`config.mk`:
```
export PLATFORM = sky130hd
export DESIGN_NAME = cbr_cmd_fifo
export DESIGN_NICKNAME = d
export VERILOG_FILES = /design/src/rtl/cbr_pkg.sv /design/src/rtl/cbr_cmd_fifo.sv
export SDC_FILE = /design/constraint.sdc
export NUM_CORES = 1
export LEC_CHECK = 0
export BUFFER_PORTS_ARGS = -buffer_cell sky130_fd_sc_hd__buf_2
export CAP_MARGIN = 20
export CORE_UTILIZATION = 47
export DETAILED_ROUTE_END_ITERATION = 12
export HOLD_SLACK_MARGIN = 0.03
export PLACE_DENSITY = 0.73
export SLEW_MARGIN = 20
export SYNTH_ARGS = -nofsm -noshare
export SYNTH_HDL_FRONTEND = slang
export SYNTH_SLANG_ARGS = --single-unit
```
`constraint.sdc`:
```
create_clock -name clk_i -period 2.3 [get_ports clk_i]
set_input_delay 0.46 -clock clk_i [delete_from_list [all_inputs] [get_ports clk_i]]
set_output_delay 0.46 -clock clk_i [all_outputs]
set_load 0.1 [all_outputs]
```
`src/rtl/cbr_pkg.sv`:
```
// shared types and constants of the cpu bus memory / io responder
// no dependencies; every other file but cbr_ram takes names from here
`default_nettype none

package cbr_pkg;

  // memory address width; the byte store holds 2**ADDR_WIDTH entries
  localparam int unsigned ADDR_WIDTH = 16;
  localparam int unsigned MEM_DEPTH  = 1 << ADDR_WIDTH;

  // command queue between classifier and executor (power of two)
  localparam int unsigned QUEUE_DEPTH = 2;
  localparam int unsigned QPTR_WIDTH  = $clog2(QUEUE_DEPTH);
  localparam int unsigned QCNT_WIDTH  = $clog2(QUEUE_DEPTH + 1);

  // strobe bit positions in the control pins (all active low)
  localparam int unsigned STB_MREQ = 0;
  localparam int unsigned STB_IORQ = 1;
  localparam int unsigned STB_RD   = 2;
  localparam int unsigned STB_WR   = 3;
  localparam int unsigned STB_M1   = 4;

  // configuration register indexes
  localparam logic [1:0] CFG_DATA_PORT = 2'd0;
  localparam logic [1:0] CFG_CHAR_PORT = 2'd1;
  localparam logic [1:0] CFG_IO_VALUE  = 2'd2;

  // reset values of the configuration registers
  localparam logic [15:0] DATA_PORT_RESET = 16'hFF81;
  localparam logic [15:0] CHAR_PORT_RESET = 16'hFF83;
  localparam logic [7:0]  IO_VALUE_RESET  = 8'h00;

  typedef enum logic [1:0] {
    ACT_NONE    = 2'd0,
    ACT_DRIVE   = 2'd1,
    ACT_RELEASE = 2'd2
  } action_e;

  typedef enum logic [1:0] {
    EVT_NONE = 2'd0,
    EVT_DATA = 2'd1,
    EVT_CHAR = 2'd2
  } evt_e;

  typedef enum logic {
    SRC_MEM = 1'b0,
    SRC_IO  = 1'b1
  } drv_src_e;

  typedef struct packed {
    logic [15:0] data_port;
    logic [15:0] char_port;
    logic [7:0]  io_value;
  } cfg_t;

  // one classified bus sample, as carried through the queue
  typedef struct packed {
    logic                  mem_we;
    logic                  mem_re;
    logic [ADDR_WIDTH-1:0] addr;
    logic [7:0]            data;
    action_e               action;
    drv_src_e              src;
    evt_e                  evt;
    logic                  fetch0;
  } cmd_t;

endpackage

`default_nettype wire

```
`src/rtl/cbr_cmd_fifo.sv`:
```
// short command queue between front end and back end
// depends on cbr_pkg
`default_nettype none

module cbr_cmd_fifo (
  input  wire logic          clk_i,
  input  wire logic          rst_ni,
  input  wire logic          push_i,
  input  wire cbr_pkg::cmd_t cmd_i,
  output logic               full_o,
  input  wire logic          pop_i,
  output logic               valid_o,
  output cbr_pkg::cmd_t      cmd_o
);

  cbr_pkg::cmd_t                    entry_q [cbr_pkg::QUEUE_DEPTH];
  logic [cbr_pkg::QPTR_WIDTH-1:0]   wptr_q, wptr_d, rptr_q, rptr_d;
  logic [cbr_pkg::QCNT_WIDTH-1:0]   cnt_q, cnt_d;
  logic                             do_pop;

  assign full_o  = (cnt_q == cbr_pkg::QCNT_WIDTH'(cbr_pkg::QUEUE_DEPTH));
  assign valid_o = (cnt_q != '0);
  assign cmd_o   = entry_q[rptr_q];
  assign do_pop  = pop_i && valid_o;

  always_comb begin
    wptr_d = push_i ? wptr_q + 1'b1 : wptr_q;
    rptr_d = do_pop ? rptr_q + 1'b1 : rptr_q;
    cnt_d  = cnt_q;
    if (push_i && !do_pop) begin
      cnt_d = cnt_q + 1'b1;
    end else if (!push_i && do_pop) begin
      cnt_d = cnt_q - 1'b1;
    end
  end

  always_ff @(posedge clk_i or negedge rst_ni) begin
    if (!rst_ni) begin
      wptr_q <= '0;
      rptr_q <= '0;
      cnt_q  <= '0;
    end else begin
      wptr_q <= wptr_d;
      rptr_q <= rptr_d;
      cnt_q  <= cnt_d;
    end
  end

  always_ff @(posedge clk_i) begin
    if (push_i) begin
      entry_q[wptr_q] <= cmd_i;
    end
  end

endmodule

`default_nettype wire

```
# Word-level counts from Yosys, hierarchy flattened

Memory sizes are Yosys's and may differ from the RTL's.
Index checks and enable logic that the tools add are counted.

RAM bits: 64
Input bits: 36
Memories kept: 1
Register bits after elaboration: 4

Add/sub/neg operators: 4
Muxes and demuxes: 4
Reduce and logical (&&, ||, !) cells: 7
Equal/unequal tests: 1

Memory list:

| name    | depth | width | rd ports | clocked after Yosys merged registers in | wr ports | line               | source |
|---|---|---|---|---|---|---|---|
| entry_q | 2     | 32    | 1        | 0                                       | 1        | cbr_cmd_fifo.sv:16 | `cbr_pkg::cmd_t entry_q [cbr_pkg::QUEUE_DEPTH];` |

Operators by type and width:

| cell                                             | number |
|---|---|
| 2-to-1 mux 2 bit                                 | 2 |
| nonzero test 2 bit                               | 2 |
| logical AND 1 bit                                | 3 |
| adder 1 bit, second input constant               | 2 |
| adder 2 x 1 -> 2 bit, second input constant      | 1 |
| equality test 2 bit, second input constant       | 1 |
| logical NOT 1 bit                                | 2 |
| 2-to-1 mux 1 bit                                 | 2 |
| subtractor 2 x 1 -> 2 bit, second input constant | 1 |

# Longest topological paths before layout

Gate-level depths: netlist (run 1).

Depth in word-level cells: 5
Mapped depth: 6
Mapped depth without buffers: 6

# Worst setup path after synthesis (run 1)

OpenSTA, ideal clock, no wires.

Kind: input port to flip-flop
From: input port push_i
To: memory entry_q[0][0] (netlist name), enable pin
Setup slack: -0.032 ns
Cell stages on the path: 1
Arrival time: 1.908 ns
Data required time: 1.875 ns
Buffers on the path: 0
Path through: nor2b_1

Longest elaborated chain between the ends: 2

RTL lines:

| what                                   | line               | source |
|---|---|---|
| start: declaration                     | cbr_cmd_fifo.sv:8  | `input wire logic push_i,` |
| 2-to-1 mux 1 bit                       | cbr_cmd_fifo.sv:50 | `if (push_i) begin` |
| 2-to-1 mux 1 bit (not written as such) | cbr_cmd_fifo.sv:51 | `entry_q[wptr_q] <= cmd_i;` |
| end: declaration                       | cbr_cmd_fifo.sv:16 |  |

No other way between the ends.

==> results.sh, run 1 <==
export IMPL_worstMarginPinSlew_ns=0.503
export IMPL_syn_to_final_growth_pct=22.6
export IMPL_grt_usage_pct=15.2
export IMPL_hold_class="primary input to flop"
export IMPL_netlist_area_um2=2650
export IMPL_cp_startpoint="rptr_q"
export IMPL_worstSetupPathType="flop to output pin"
export IMPL_boundaryPins=70
export IMPL_critPathRequiredTime_ns=1.84
export IMPL_utilization_pct=61.7
export IMPL_yosysWarningCount=0
export IMPL_viasPerCell=4.77
export IMPL_arrival_ns=1.60
export IMPL_routed_wl_mm=4.12
export IMPL_setup_viol=0
export IMPL_worstPathCellList="buf_4 > mux2_2 > buf_2"
export IMPL_hp_start="cmd_i[15]"
export IMPL_fillers=416
export IMPL_drive_gt1_share_pct=60.6
export IMPL_ctsLongestPathBuffers=2
export IMPL_nets=235
export IMPL_dieArea_um2=5950
export IMPL_max_stage_delay_ns=0.42
export IMPL_via_count=1302
export IMPL_post_cts_setup_buffers=0
export IMPL_drt_antenna_violating_nets=0
export IMPL_start_util_pct=50.3
export IMPL_drv_slew=0
export IMPL_die_w_um=77.1
export IMPL_antenna_cells=0
export IMPL_clk_pin_slew_ns=0.07
export IMPL_die_h_um=77.1
export IMPL_grt_first_pass_wirelength_mm=6.62
export IMPL_drv_cap=0
export IMPL_io_buffers=69
export IMPL_fmax_mhz=485
export IMPL_min_period_ns=2.06
export IMPL_grt_ovfl_total=0
export IMPL_worst_path_max_delay_cell="buf_2"
export IMPL_grt_start_max_net_pins=33
export IMPL_hold_worst_slack_ns=0.318
export IMPL_gp_congestion=0.635
export IMPL_dr_pass1_iters=6
export IMPL_synth_seq_area_share_pct=76.2
export IMPL_rsz0062_at_grt="no"
export IMPL_whs_path_depth=1
export IMPL_synth_seq_cells=68
export IMPL_start_kind="flop"
export IMPL_synthCells=116
export IMPL_cts_sinks=68
export IMPL_crit_fanout=13
export IMPL_reg2reg_depth=5
export IMPL_tritoncts="built"
export IMPL_cts_inserted_buffers=9
export IMPL_r2r_start="cnt_q[0]"
export IMPL_synth_area_per_cell_um2=22.9
export IMPL_synth_cell_type_count=15
export IMPL_clk_latency_ns=0.32
export IMPL_syn_nets=153
export IMPL_setup_slack_ns=0.236
export IMPL_rows=26
export IMPL_skew_ns=0.00496
export IMPL_cts_root_buf="clkbuf_8"
export IMPL_place_ws_ns=0.576
export IMPL_endpoint_kind="output pin"
export IMPL_fin_setup_tns_ns=0
export IMPL_grt_pass1_vias=1425
export IMPL_drt_initial_drc_count=48
export IMPL_status="finished, final reports clean"
export IMPL_antenna_found_initial=0
export IMPL_dp_hpwl_mm=2.79
export IMPL_cts_max_level=3
export IMPL_hold_viol=0
export IMPL_drc=0
export IMPL_coreArea_um2=5270
export IMPL_slew_headroom_pct=66.7
export IMPL_finalCritPeriodShare_pct=89.7
export IMPL_post_drt_wl_per_cell_um=15.1
-- path summary, 6_finish.rpt --
check / endpoint / slack [ns]
worst max-delay path: cmd_o[12] / 0.24
max in group asynchronous: rptr_q / 1.69
worst max register to register: cnt_q[1] / 0.82
worst min register to register: cnt_q[1] / 0.52
worst min-delay path: entry_q[0][15] / 0.32
min in group asynchronous: cnt_q[0] / 0.47
-- cells in the mapped netlist, drive strengths merged --
master  instances  area share (%)
and2            1            0.24
and2b           1            0.28
buf             4             2.7
dfrtp           4             3.8
edfxtp         64              72
ha              1            0.47
mux2           32              18
nand2           1            0.14
nor2            1            0.14
nor2b           1            0.24
or2             1            0.24
xnor2           2            0.66
xor2            3            0.99
-- logic make-up (layout without fill, tap and decap cells) --
group / count (synthesis) / count (layout) / share of synthesized area [%]
XOR/XNOR: 5 / 5 / 1.65
adder cells (fa/ha/maj): 1 / 1 / 0.472
buffers and inverters: 4 / 91 / 2.69
flip-flops: 68 / 68 / 76.2
multiplexers: 32 / 32 / 17.7
AND/OR/NAND/NOR: 6 / 6 / 1.27
-- routing by layer --
metal | GRT usage (%) | vias up | share of wire [%]
met1 | 16.9 | 632 | 41
met4 | 10.4 | 0 | 1.8
li1 | - | 613 | -
met3 | 3.69 | 9 | 5.5
met5 | 0 | - | 0
met2 | 25.7 | 48 | 52
-- final cells by class --
| type | count | area, um2 | area share (%) |
|---|---|---|---|
| well taps | 70 | 87.6 | 2.69 |
| multi-input cells | 44 | 567 | 17.4 |
| clock buffers | 11 | 141 | 4.35 |
| repair buffers | 75 | 405 | 12.5 |
| flip-flops and latches | 68 | 2020 | 62.2 |
| clock inverters | 5 | 27.5 | 0.846 |
-- state kept, by name (all words and copies together) (netlist names) --
| name | count |
|---|---|
| cnt_q | 2 |
| entry_q | 64 |
| rptr_q | 1 |
| wptr_q | 1 |
-- repair_timing --
item / 4_1_cts / 5_1_grt
gates resized for setup: 0 / 0
hold buffers: 1 / 0
hold endpoints to repair: 4 / 0
-- per-stage QoR --
stage,area [um2],cells
final,3250,273
after CTS,3250,273
after floorplan,2660,116
after global placement,3070,256
after detailed placement,3070,256
after global routing,3250,273
-- layout by cell type (no fill, tap or decap) --
cell	n
and2_1	1
and2b_1	1
buf_12	1
buf_2	69
buf_4	4
clkbuf_1	1
clkbuf_8	10
clkinv_2	4
clkinvlp_4	1
dfrtp_1	3
dfrtp_2	1
dlygate4sd3_1	1
edfxtp_1	64
ha_1	1
mux2_2	3
mux2_4	29
nand2_1	1
nor2_1	1
nor2b_4	1
or2_1	1
xnor2_1	2
xor2_1	3
-- worst max-delay path: cells and delay by family (launching register included) --
family	cells	cell delay, ns
multiplexers	1	0.24
buffers and inverters	2	0.63
flip-flops	1	0.41
Power of run 1 is left out: the tool's default activity adds up to more than one toggle a clock period on the data nets, which glitch-free logic cannot reach.
==> inputs of run 2 (changes only) <==
- REMOVE_ABC_BUFFERS: default -> 1
==> run 2 against run 1 <==
Effect of this change:
- flip-flop and latch count stayed put
- wire length is 1.8% lower
- maximum frequency is 4.5% lower
- clock-buffer cell count is 2 lower
- cell count stayed put
- sequential share of layout area is 0.87 points lower
- largest cell class unchanged
==> results.sh, run 2 (synthesized netlist as in run 1, its figures left out) <==
export IMPL_boundaryPins=70
export IMPL_cp_startpoint="rptr_q"
export IMPL_dp_cells=256
export IMPL_cp_depth=3
export IMPL_min_period_ns=2.16
export IMPL_top_regs="entry_q x64, cnt_q x2"
export IMPL_drv_slew=0
export IMPL_place_ws_ns=0.486
export IMPL_mostFrequentLayoutCells="buf_2, edfxtp_1, mux2_4, clkbuf_8, buf_4"
export IMPL_gp_congestion=0.672
export IMPL_antenna_cells=0
export IMPL_postPlaceCellArea_um2=3070
export IMPL_fin_cells=273
export IMPL_critPathRequiredTime_ns=1.84
export IMPL_via_count=1296
export IMPL_largest_register="entry_q"
export IMPL_clk_pin_slew_ns=0.07
export IMPL_grt_ovfl_total=0
export IMPL_cts_sinks=68
export IMPL_dr_pass1_iters=4
export IMPL_coreArea_um2=5270
export IMPL_dieArea_um2=5950
export IMPL_routed_wl_mm=4.04
export IMPL_worstSetupPathType="flop to output pin"
export IMPL_hold_viol=0
export IMPL_drc=0
export IMPL_clk_latency_ns=0.33
export IMPL_final_common_cell="buf_2"
export IMPL_fmax_mhz=463
export IMPL_worst_path_max_delay_cell="mux2_2"
export IMPL_status="finished, final reports clean"
export IMPL_drv_cap=0
export IMPL_multi_input_area_um2=567
export IMPL_die_w_um=77.1
export IMPL_nets=235
export IMPL_start_kind="flop"
export IMPL_start_util_pct=50.3
export IMPL_grt_usage_pct=14.9
export IMPL_io_buffers=69
export IMPL_worstPathCellList="buf_4 > mux2_2 > buf_2"
export IMPL_dp_hpwl_mm=2.91
export IMPL_setup_viol=0
export IMPL_finalCritPeriodShare_pct=93.9
export IMPL_ctsLongestPathBuffers=2
export IMPL_viasPerCell=4.75
export IMPL_post_drt_wl_per_cell_um=14.8
export IMPL_hold_class="primary input to flop"
export IMPL_largest_reg_flops=64
export IMPL_worstMarginPinSlew_ns=0.503
export IMPL_final_area_um2=3300
export IMPL_post_cts_setup_buffers=0
export IMPL_r2r_setup_slack_ns=0.88
export IMPL_fillers=416
export IMPL_setup_slack_ns=0.140
export IMPL_hold_buffers=1
export IMPL_drt_initial_drc_count=72
export IMPL_rsz0062_at_grt="no"
export IMPL_cp_endpoint="cmd_o[12]"
export IMPL_endpoint_kind="output pin"
export IMPL_cts_root_buf="clkbuf_8"
export IMPL_path_delay_family="buffers and inverters"
export IMPL_cts_inserted_buffers=9
export IMPL_skew_ns=0.00373
export IMPL_max_stage_delay_ns=0.38
export IMPL_grt_first_pass_wirelength_mm=6.38
export IMPL_cts_resized=0
export IMPL_tritoncts="built"
export IMPL_slew_headroom_pct=66.7
export IMPL_grt_pass1_vias=1375
export IMPL_drive_gt1_share_pct=60.6
export IMPL_cp_buffers_inverters=2
export IMPL_antenna_found_initial=0
export IMPL_arrival_ns=1.70
export IMPL_whs_path_depth=1
export IMPL_cts_max_level=3
export IMPL_die_h_um=77.1
export IMPL_r2r_start="cnt_q[0]"
export IMPL_seqCellArea_um2=2020
export IMPL_reg2reg_to="cnt_q[1]"
export IMPL_grt_start_max_net_pins=21
export IMPL_rows=26
export IMPL_reg2reg_depth=6
export IMPL_crit_fanout=20
export IMPL_drt_antenna_violating_nets=0
export IMPL_syn_to_final_growth_pct=24.3
[run 2: changes by cell type in the layout (fill, tap and decap cells not counted), sizes merged]
cell	previous run	this run
bufinv	0	2
clkbuf	11	9
clkinv	4	2
clkinvlp	1	3
[run 2: worst register-to-register path, stage by stage, from the launching register on]
cell	delay [ns]
dfrtp_1	0.42
or2_1	0.26
nand2_1	0.11
ha_1	0.17
xor2_1	0.15
nor2_1	0.07
xor2_1	0.14
[run 2: through the flow]
| stage | utilization (%) | hold WS, ns | TNS, ns |
|---|---|---|---|
| 3_3_place_gp | 58.3 | 0.268 | 0 |
| 6_report | 62.6 | 0.315 | 0 |
| 4_1_cts | 62.6 | 0.296 | 0 |
| 5_1_grt | 62.6 | 0.286 | 0 |
| 2_1_floorplan | - | 0.164 | -1.86 |
| 3_5_place_dp | 58.3 | 0.270 | 0 |
[run 2: final cells by class]
class,count,share of cell area [%]
clock buffers,9,3.76
clock inverters,7,2.77
multi-input cells,44,17.2
flip-flops and latches,68,61.3
well taps,70,2.66
repair buffers,75,12.3
[run 2: worst min path at each step]
stage / start / endpoint / slack [ns]
6_report: cmd_i[14] / entry_q[1][14] / 0.32
5_1_grt: cmd_i[7] / entry_q[1][7] / 0.29
4_1_cts: cmd_i[7] / entry_q[1][7] / 0.30
3_5_place_dp: rst_ni / cnt_q[1] / 0.27
3_3_place_gp: rst_ni / cnt_q[1] / 0.27
2_1_floorplan: rst_ni / cnt_q[0] / 0.16
[run 2: per-layer routing]
metal	up-vias	track usage (%)	share of wire [%]
li1	612	-	-
met1	629	15.2	38
met2	49	25.9	54
met3	6	6.19	6.7
met4	0	7.92	0.89
met5	-	0	0
Power of run 2 is left out for the same reason.
