$ cat src/rtl/cbr_pkg.sv
// shared types and constants of the cpu bus memory / io responder
// no dependencies; every other file but cbr_ram takes names from here
`default_nettype none

package cbr_pkg;

  // memory address width; the byte store holds 2**ADDR_WIDTH entries
  localparam int unsigned ADDR_WIDTH = 16;
  localparam int unsigned MEM_DEPTH  = 1 << ADDR_WIDTH;

  // command queue between classifier and executor (power of two)
  localparam int unsigned QUEUE_DEPTH = 2;
  localparam int unsigned QPTR_WIDTH  = $clog2(QUEUE_DEPTH);
  localparam int unsigned QCNT_WIDTH  = $clog2(QUEUE_DEPTH + 1);

  // strobe bit positions in the control pins (all active low)
  localparam int unsigned STB_MREQ = 0;
  localparam int unsigned STB_IORQ = 1;
  localparam int unsigned STB_RD   = 2;
  localparam int unsigned STB_WR   = 3;
  localparam int unsigned STB_M1   = 4;

  // configuration register indexes
  localparam logic [1:0] CFG_DATA_PORT = 2'd0;
  localparam logic [1:0] CFG_CHAR_PORT = 2'd1;
  localparam logic [1:0] CFG_IO_VALUE  = 2'd2;

  // reset values of the configuration registers
  localparam logic [15:0] DATA_PORT_RESET = 16'hFF81;
  localparam logic [15:0] CHAR_PORT_RESET = 16'hFF83;
  localparam logic [7:0]  IO_VALUE_RESET  = 8'h00;

  typedef enum logic [1:0] {
    ACT_NONE    = 2'd0,
    ACT_DRIVE   = 2'd1,
    ACT_RELEASE = 2'd2
  } action_e;

  typedef enum logic [1:0] {
    EVT_NONE = 2'd0,
    EVT_DATA = 2'd1,
    EVT_CHAR = 2'd2
  } evt_e;

  typedef enum logic {
    SRC_MEM = 1'b0,
    SRC_IO  = 1'b1
  } drv_src_e;

  typedef struct packed {
    logic [15:0] data_port;
    logic [15:0] char_port;
    logic [7:0]  io_value;
  } cfg_t;

  // one classified bus sample, as carried through the queue
  typedef struct packed {
    logic                  mem_we;
    logic                  mem_re;
    logic [ADDR_WIDTH-1:0] addr;
    logic [7:0]            data;
    action_e               action;
    drv_src_e              src;
    evt_e                  evt;
    logic                  fetch0;
  } cmd_t;

endpackage

`default_nettype wire

$ cat src/rtl/cbr_front.sv
// front end: strobe edge detection and classification of each bus sample
// depends on cbr_pkg
`default_nettype none

module cbr_front (
  input  wire logic          clk_i,
  input  wire logic          rst_ni,
  input  wire logic          in_valid_i,
  output logic               in_ready_o,
  input  wire logic [4:0]    control_pins_i,
  input  wire logic [15:0]   bus_address_i,
  input  wire logic [7:0]    bus_data_i,
  input  wire cbr_pkg::cfg_t cfg_i,
  input  wire logic          q_ready_i,
  output logic               q_push_o,
  output cbr_pkg::cmd_t      q_cmd_o
);

  logic [3:0]       prev_q, prev_d;
  logic [3:0]       now;
  logic             mreq_low, iorq_low;
  logic             wr_fall, rd_fall, mreq_rise, iorq_rise;
  cbr_pkg::action_e mem_act, io_act;
  cbr_pkg::evt_e    evt;

  assign in_ready_o = q_ready_i;
  assign q_push_o   = in_valid_i && q_ready_i;

  always_comb begin
    now       = control_pins_i[3:0];
    mreq_low  = !now[cbr_pkg::STB_MREQ];
    iorq_low  = !now[cbr_pkg::STB_IORQ];
    wr_fall   = !now[cbr_pkg::STB_WR] && prev_q[cbr_pkg::STB_WR];
    rd_fall   = !now[cbr_pkg::STB_RD] && prev_q[cbr_pkg::STB_RD];
    mreq_rise = now[cbr_pkg::STB_MREQ] && !prev_q[cbr_pkg::STB_MREQ];
    iorq_rise = now[cbr_pkg::STB_IORQ] && !prev_q[cbr_pkg::STB_IORQ];

    // memory side
    mem_act = cbr_pkg::ACT_NONE;
    if (mreq_low) begin
      if (!wr_fall && rd_fall) begin
        mem_act = cbr_pkg::ACT_DRIVE;
      end
    end else if (mreq_rise) begin
      mem_act = cbr_pkg::ACT_RELEASE;
    end

    // io side, takes priority on the bus
    io_act = cbr_pkg::ACT_NONE;
    evt    = cbr_pkg::EVT_NONE;
    if (iorq_low) begin
      if (wr_fall) begin
        if (bus_address_i == cfg_i.data_port) begin
          evt = cbr_pkg::EVT_DATA;
        end else if (bus_address_i == cfg_i.char_port) begin
          evt = cbr_pkg::EVT_CHAR;
        end
      end else if (rd_fall) begin
        io_act = cbr_pkg::ACT_DRIVE;
      end
    end else if (iorq_rise) begin
      io_act = cbr_pkg::ACT_RELEASE;
    end

    q_cmd_o.mem_we = mreq_low && wr_fall;
    q_cmd_o.mem_re = mreq_low && !wr_fall && rd_fall;
    q_cmd_o.addr   = bus_address_i[cbr_pkg::ADDR_WIDTH-1:0];
    q_cmd_o.data   = bus_data_i;
    q_cmd_o.action = (io_act != cbr_pkg::ACT_NONE) ? io_act : mem_act;
    q_cmd_o.src    = (io_act == cbr_pkg::ACT_DRIVE) ? cbr_pkg::SRC_IO : cbr_pkg::SRC_MEM;
    q_cmd_o.evt    = evt;
    q_cmd_o.fetch0 = mreq_low && !wr_fall && rd_fall
                     && !control_pins_i[cbr_pkg::STB_M1] && (bus_address_i == 16'h0000);

    prev_d = q_push_o ? now : prev_q;
  end

  always_ff @(posedge clk_i or negedge rst_ni) begin
    if (!rst_ni) begin
      prev_q <= 4'hF;
    end else begin
      prev_q <= prev_d;
    end
  end

endmodule

`default_nettype wire

$ cat config.mk
export PLATFORM = sky130hd
export DESIGN_NAME = cbr_front
export DESIGN_NICKNAME = d
export VERILOG_FILES = /design/src/rtl/cbr_pkg.sv /design/src/rtl/cbr_front.sv
export SDC_FILE = /design/constraint.sdc
export NUM_CORES = 1
export LEC_CHECK = 0
export BUFFER_PORTS_ARGS = -buffer_cell sky130_fd_sc_hd__buf_2
export CAP_MARGIN = 15
export CORE_MARGIN = 4
export CORE_UTILIZATION = 28
export CTS_CLUSTER_SIZE = 14
export DETAILED_ROUTE_END_ITERATION = 12
export PLACE_DENSITY_LB_ADDON = 0.2
export SKIP_LAST_GASP = 1
export SLEW_MARGIN = 20
export SYNTH_ARGS = -nofsm -noshare
export SYNTH_HDL_FRONTEND = slang
export SYNTH_SLANG_ARGS = --single-unit
$ cat constraint.sdc
create_clock -name clk_i -period 2.2 [get_ports clk_i]
set_input_delay 0 -clock clk_i [delete_from_list [all_inputs] [get_ports clk_i]]
set_output_delay 0 -clock clk_i [all_outputs]
set_load 0.1 [all_outputs]
* After elaboration in Yosys (flattened, before gate mapping)
Index checks and enable logic that the tools add are counted.
** Storage, ports and cells
- Register bits after elaboration :: 4
- Input bits :: 73
- Output and inout bits :: 34
- Word-level logic and storage cells :: 37
** Operators by class
- Equality and inequality tests :: 3
- Mux-type cells :: 13
- Reduce and logical (&&, ||, !) cells :: 20
** Operators with widths (count)
- 16-bit equality test :: 2
- 2-bit two-way mux :: 9
- 16-bit zero test :: 1
- 1-bit logical AND :: 11
- 1-bit zero test :: 7
- 1-bit two-way mux :: 4
- 2-bit by 1-bit equality test with 1-bit output, second input constant :: 1
- 2-bit nonzero test :: 1

* Logic depth before layout (Yosys ltp)
Gate-level depths: netlist of run 1.
- Word-level depth :: 7
- Mapped depth :: 4
- Mapped depth without buffers :: 4

* Least setup slack after synthesis of run 1
No wires, ideal clock.
- Path kind :: reg-to-output
- Start point :: register prev_q[2]
- End point :: output port q_cmd_o[0] (netlist bit)
- Data arrival time :: 3.558 ns
- Required time :: 2.200 ns
- Slack :: -1.358 ns
- Cell stages (with the launch flop) :: 3
- Buffers on the path :: 0
- Cells stage by stage :: dfstp_2 > nand3b_1 > nor4_1
** RTL lines
- start, declared :: line cbr_front.sv:19 : logic [3:0] prev_q, prev_d;
- start signal, assigned :: line cbr_front.sv:82 : prev_q <= prev_d;
- end, declared :: line cbr_front.sv:16 : output cbr_pkg::cmd_t q_cmd_o

==> flow_metrics.env, run 1 <==
export IMPL_status="completed"
export IMPL_fin_crit_sh_pct=90.9
export IMPL_cap_violations=0
export IMPL_dieWidth_um=61.6
export IMPL_coreArea_sq_mm=0.00276
export IMPL_p_total_uw=561
export IMPL_initial_utilization_pct=29.1
export IMPL_cp_arrival_ns=2.00
export IMPL_final_nets=234
export IMPL_htreeDepth=1
export IMPL_synth_cells=98
export IMPL_switchingPower_uw=307
export IMPL_synthTopCellsByArea="xor2_1 (26%), buf_4 (23%), dfstp_2 (13%), xnor2_1 (8.7%), nor4_1 (7.8%)"
export IMPL_largest_reg_flops=4
export IMPL_worstSetupStartpointType="flop"
export IMPL_port_buffers=82
export IMPL_setup_tns_ns=0
export IMPL_hold_path_depth=0
export IMPL_synth_nets=171
export IMPL_drc=0
export IMPL_syn2layout_area_growth_pct=39.6
export IMPL_cts_buffer_depth=2
export IMPL_p_sw_share_pct=54.8
export IMPL_wl_um=2360
export IMPL_diodes=0
export IMPL_leakagePower_nw=0.595
export IMPL_max_slew_margin_pct=67.3
export IMPL_final_max_slew_viol_count=0
export IMPL_hold_path_class="in2out"
export IMPL_min_period_ns=2.00
export IMPL_whs_ns=0.0000439
export IMPL_rows=19
export IMPL_pre_cts_slack_ns=0.450
export IMPL_critPathSlowestCell="dfstp_2"
export IMPL_placedCellCount=186
export IMPL_reg2reg_slack_ns=1.41
export IMPL_drt_iter0_drc=17
export IMPL_synth_area_sq_um=803
export IMPL_ys_seq_area_share_pct=13.1
export IMPL_rsz0062_at_grt="false"
export IMPL_clock_root_buffer="clkbuf_4"
export IMPL_overflow=0
export IMPL_regMostFlops="prev_q"
export IMPL_avgSynthCellArea_sq_um=8.20
export IMPL_vias=866
export IMPL_ir_worst_vdd_mv=0.378
export IMPL_yosysMostFrequentCell="buf_4"
export IMPL_cp_end_kind="primary output"
export IMPL_num_fill_cells=309
export IMPL_pwr_density_cell_mw_per_mm2=500
export IMPL_p_int_uw=254
export IMPL_synth_edf_count=0
export IMPL_ant_nets=0
export IMPL_numCtsBuffers=3
export IMPL_stdcell_count=190
export IMPL_yosys_warnings=0
export IMPL_post_cts_setup_buffer_count=0
export IMPL_path_cells="nand2b_4 > or2_0 > nor4_1 > and4_1 > buf_2"
export IMPL_cts_tree="built"
export IMPL_first_global_vias=856
export IMPL_max_stage_delay_ns=0.54
export IMPL_wire_per_inst_um=12.4
export IMPL_clock_fmax_ghz=0.500
export IMPL_path_clk_slew_ns=0.03
export IMPL_insertion_delay_ns=0.24
export IMPL_cts_num_sinks=4
export IMPL_grt_pass1_wl_um=3400
export IMPL_ys_flop_type="dfstp_2"
export IMPL_grt_antenna_before_repair=0
export IMPL_yosys_area_top_type="xor2_1"
export IMPL_worstMarginPinSlew_ns=0.494
export IMPL_fin_ws_ns=0.201
export IMPL_die_area_sq_mm=0.00379
export IMPL_yosys_area_top_type_share_pct=26.2
export IMPL_firstDrtPassIters=4
export IMPL_hold_viol_final=0
export IMPL_setup_violations=0
export IMPL_seqPwrFrac_pct=17.7
export IMPL_routed_via_density=4.56
export IMPL_final_core_util_pct=40.7
export IMPL_grt_usage_pct=12.4
export IMPL_die_h_um=61.6
export IMPL_reg2reg_depth=2
export IMPL_num_io_pins=107
export IMPL_grt_max_degree=7
export IMPL_post_cts_resized=0
export IMPL_hold_buffers=1
export IMPL_layout_drive_gt1_share_pct=61.0
export IMPL_synth_ff_latch_count=4
export IMPL_place_area_sq_mm=0.00109
export IMPL_critPathKind="reg2out"
export IMPL_dp_final_hpwl_um=2170
export IMPL_routabilityCongestion=0.683
export IMPL_worstPathRequired_ns=2.20
export IMPL_fin_area_sq_mm=0.00112
export IMPL_combPwrFrac_pct=66.3
export IMPL_fin_skew_ns=0
export IMPL_reg_largest_list="prev_q x4"
export IMPL_clockPowerShare_pct=16.0
export IMPL_synthArstFlopShare_pct=100
export IMPL_synth_distinct_cells=20
export IMPL_cp_max_fo=3
export IMPL_synth_top_cells_by_count="buf_4 (25), xor2_1 (24), nor4_1 (10)"
[metal layers]
| metal | wire length, um | vias up | GRT usage, % |
|---|---|---|---|
| met5 | 0 | - | 0 |
| met4 | 51 | 0 | 7.27 |
| met3 | 316 | 6 | 1.89 |
| met2 | 1250 | 50 | 25.0 |
| met1 | 746 | 377 | 11.2 |
| li1 | - | 433 | - |
[area by class of cell]
cell class              count  area, sq um  share of cell area, %
clock buffers               3         22.5                   2.01
inverters                   2         7.51                  0.670
multi-input cells          67          527                   47.0
flip-flops and latches      4          105                   9.37
well taps                  31         38.8                   3.46
repair buffers             83          420                   37.5
[path summary, 6_finish.rpt]
path                                    start    endpoint
worst max register to register      prev_q[0]   prev_q[0]
worst max-delay path                prev_q[3]  q_cmd_o[2]
min in group asynchronous              rst_ni   prev_q[1]
worst min-delay path            bus_data_i[2]  q_cmd_o[8]
worst min register to register      prev_q[0]   prev_q[0]
max in group asynchronous              rst_ni   prev_q[2]
[placed cells by master (no fill, tap or decap), types with 2 or more instances in the layout]
cell      count
buf_2        82
clkbuf_4      3
dfstp_2       4
inv_1         2
mux2_2        3
nand2_1       3
nand4_1       4
nor2_1        3
nor2_2        2
nor4_1        9
xnor2_1       8
xor2_1       24
[power by group through the flow]
stage | clock (mW) | combinational, mW | sequential, mW
2_1_floorplan | 0 | 0.357 | 0.0986
3_3_place_gp | 0 | 0.372 | 0.0995
3_5_place_dp | 0 | 0.373 | 0.100
4_1_cts | 0.0946 | 0.376 | 0.0993
5_1_grt | 0.103 | 0.395 | 0.101
6_report | 0.0897 | 0.372 | 0.0994
[critical path, delay by kind of cell (launching register included)]
| kind | cells | cell delay, ns |
|---|---|---|
| AND/OR/NAND/NOR | 4 | 0.80 |
| buffers and inverters | 1 | 0.42 |
| flip-flops | 1 | 0.54 |
[logic make-up after synthesis]
kind of cell           count (synthesis)  synth area share, %
AO/OA/AOI/OAI                          4                 2.96
flip-flops                             4                 13.1
AND/OR/NAND/NOR                       28                 20.6
multiplexers                           3                 4.21
XOR/XNOR                              32                 34.9
buffers and inverters                 27                 24.3
(Power assumes the default switching activity.)
==> inputs of run 2 (changes only) <==
- HOLD_SLACK_MARGIN: not set -> 0.08
==> flow_metrics.env, run 2 (synthesized netlist as in run 1, its figures left out) <==
export IMPL_wl_um=2630
export IMPL_routed_via_density=4.58
export IMPL_first_global_vias=909
export IMPL_syn2layout_area_growth_pct=54.5
export IMPL_wl_met2_um=1470
export IMPL_die_h_um=61.6
export IMPL_hold_viol_final=0
export IMPL_max_stage_delay_ns=0.54
export IMPL_firstDrtPassIters=4
export IMPL_final_cell_mix="buf_2 (82), xor2_1 (24), dlygate4sd3_1 (13)"
export IMPL_wl_met3_um=322
export IMPL_numCtsBuffers=3
export IMPL_post_cts_resized=0
export IMPL_drt_iter0_drc=20
export IMPL_cp_max_fo=3
export IMPL_path_clk_slew_ns=0.04
export IMPL_min_period_ns=2.00
export IMPL_cp_end_kind="primary output"
export IMPL_fin_ws_ns=0.202
export IMPL_leakagePower_nw=0.645
export IMPL_largest_reg_flops=4
export IMPL_htreeDepth=1
export IMPL_max_slew_margin_pct=32.6
export IMPL_worstMarginPinSlew_ns=1.01
export IMPL_wl_met1_um=799
export IMPL_setup_tns_ns=0
export IMPL_rsz0062_at_grt="false"
export IMPL_status="completed"
export IMPL_grt_max_degree=7
export IMPL_port_buffers=82
export IMPL_path_cells="nand2b_4 > or2_0 > nor4_1 > and4_1 > buf_2"
export IMPL_cts_buffer_depth=2
export IMPL_fin_area_sq_mm=0.00124
export IMPL_grt_pass1_wl_um=3660
export IMPL_initial_utilization_pct=29.1
export IMPL_vias=925
export IMPL_die_area_sq_mm=0.00379
export IMPL_reg_largest_list="prev_q x4"
export IMPL_overflow=0
export IMPL_place_area_sq_mm=0.00109
export IMPL_cap_violations=0
export IMPL_cts_num_sinks=4
export IMPL_wire_per_inst_um=13.0
export IMPL_dp_final_hpwl_um=2170
export IMPL_dieWidth_um=61.6
export IMPL_pre_cts_slack_ns=0.450
export IMPL_worstPathRequired_ns=2.20
export IMPL_grt_usage_pct=13.3
export IMPL_ir_worst_vdd_mv=0.394
export IMPL_worstSetupStartpointType="flop"
export IMPL_whs_ns=0.134
export IMPL_maxUsedRoutingLayer="met4"
export IMPL_grt_antenna_before_repair=0
export IMPL_regMostFlops="prev_q"
export IMPL_layout_drive_gt1_share_pct=56.7
export IMPL_pwr_density_cell_mw_per_mm2=514
export IMPL_layout_commonest_cell="buf_2"
export IMPL_cp_arrival_ns=2.00
export IMPL_clock_fmax_ghz=0.500
export IMPL_drc=0
export IMPL_critPathKind="reg2out"
export IMPL_rows=19
export IMPL_hold_path_class="in2reg"
export IMPL_critPathSlowestCell="dfstp_2"
export IMPL_fin_crit_sh_pct=90.8
export IMPL_num_io_pins=107
export IMPL_clock_root_buffer="clkbuf_4"
export IMPL_cts_tree="built"
export IMPL_p_total_uw=638
export IMPL_fin_skew_ns=0
export IMPL_final_max_slew_viol_count=0
export IMPL_setup_violations=0
export IMPL_ant_nets=0
export IMPL_diodes=0
export IMPL_coreArea_sq_mm=0.00276
export IMPL_insertion_delay_ns=0.24
export IMPL_final_nets=246
export IMPL_routabilityCongestion=0.683
run 2: changes by cell type in the layout (fill, tap and decap cells not counted):
| cell | change |
|---|---|
| dlygate4sd3_1 | +12 |
run 2: area by class of cell:
type / count / area [sq um]
tap: 31 / 38.8
clock buffer: 3 / 22.5
timing repair buffer: 95 / 541
inverter: 2 / 7.51
multi-input combinational: 67 / 527
sequential: 4 / 105
fill: 296 / 1520
run 2: final timing paths:
path | from | endpoint | slack [ns] | cells after the start
max in group asynchronous | rst_ni | prev_q[2] | 1.89 | 2
min in group asynchronous | rst_ni | prev_q[1] | 0.28 | 2
hold reg to reg | prev_q[0] | prev_q[0] | 0.52 | 2
setup reg to reg | prev_q[0] | prev_q[0] | 1.41 | 2
hold / removal | in_valid_i | prev_q[0] | 0.13 | 4
setup / recovery | prev_q[3] | q_cmd_o[2] | 0.20 | 5
run 2: metal layers:
layer  vias up  global-route usage (%)
met1       405                    11.5
met4         0                    6.36
met5         -                       0
li1        458                       -
met3         4                    1.68
met2        58                    28.7
run 2: where the power goes:
group,internal (mW),switching [mW],leakage [nW]
Combinational,0.114,0.333,0.589
Clock,0.0609,0.0296,0.0138
Sequential,0.0925,0.00723,0.0420
run 2: worst max-delay path, delay by kind of cell (launching register included):
family	cells	cell delay (ns)
flops	1	0.54
simple gates	4	0.80
buf+inv	1	0.42
run 2: what timing repair did:
item | 4_1_cts | 5_1_grt
endpoints found under the hold margin | 16 | 0
buffers inserted | 0 | 0
hold buffers | 13 | 0
run 2: per-stage QoR:
step | std cells | utilization [%]
floorplan | 98 | -
global placement | 186 | 39.5
detailed placement | 186 | 39.5
CTS | 202 | 45.0
global route | 202 | 45.0
finish | 202 | 45.0
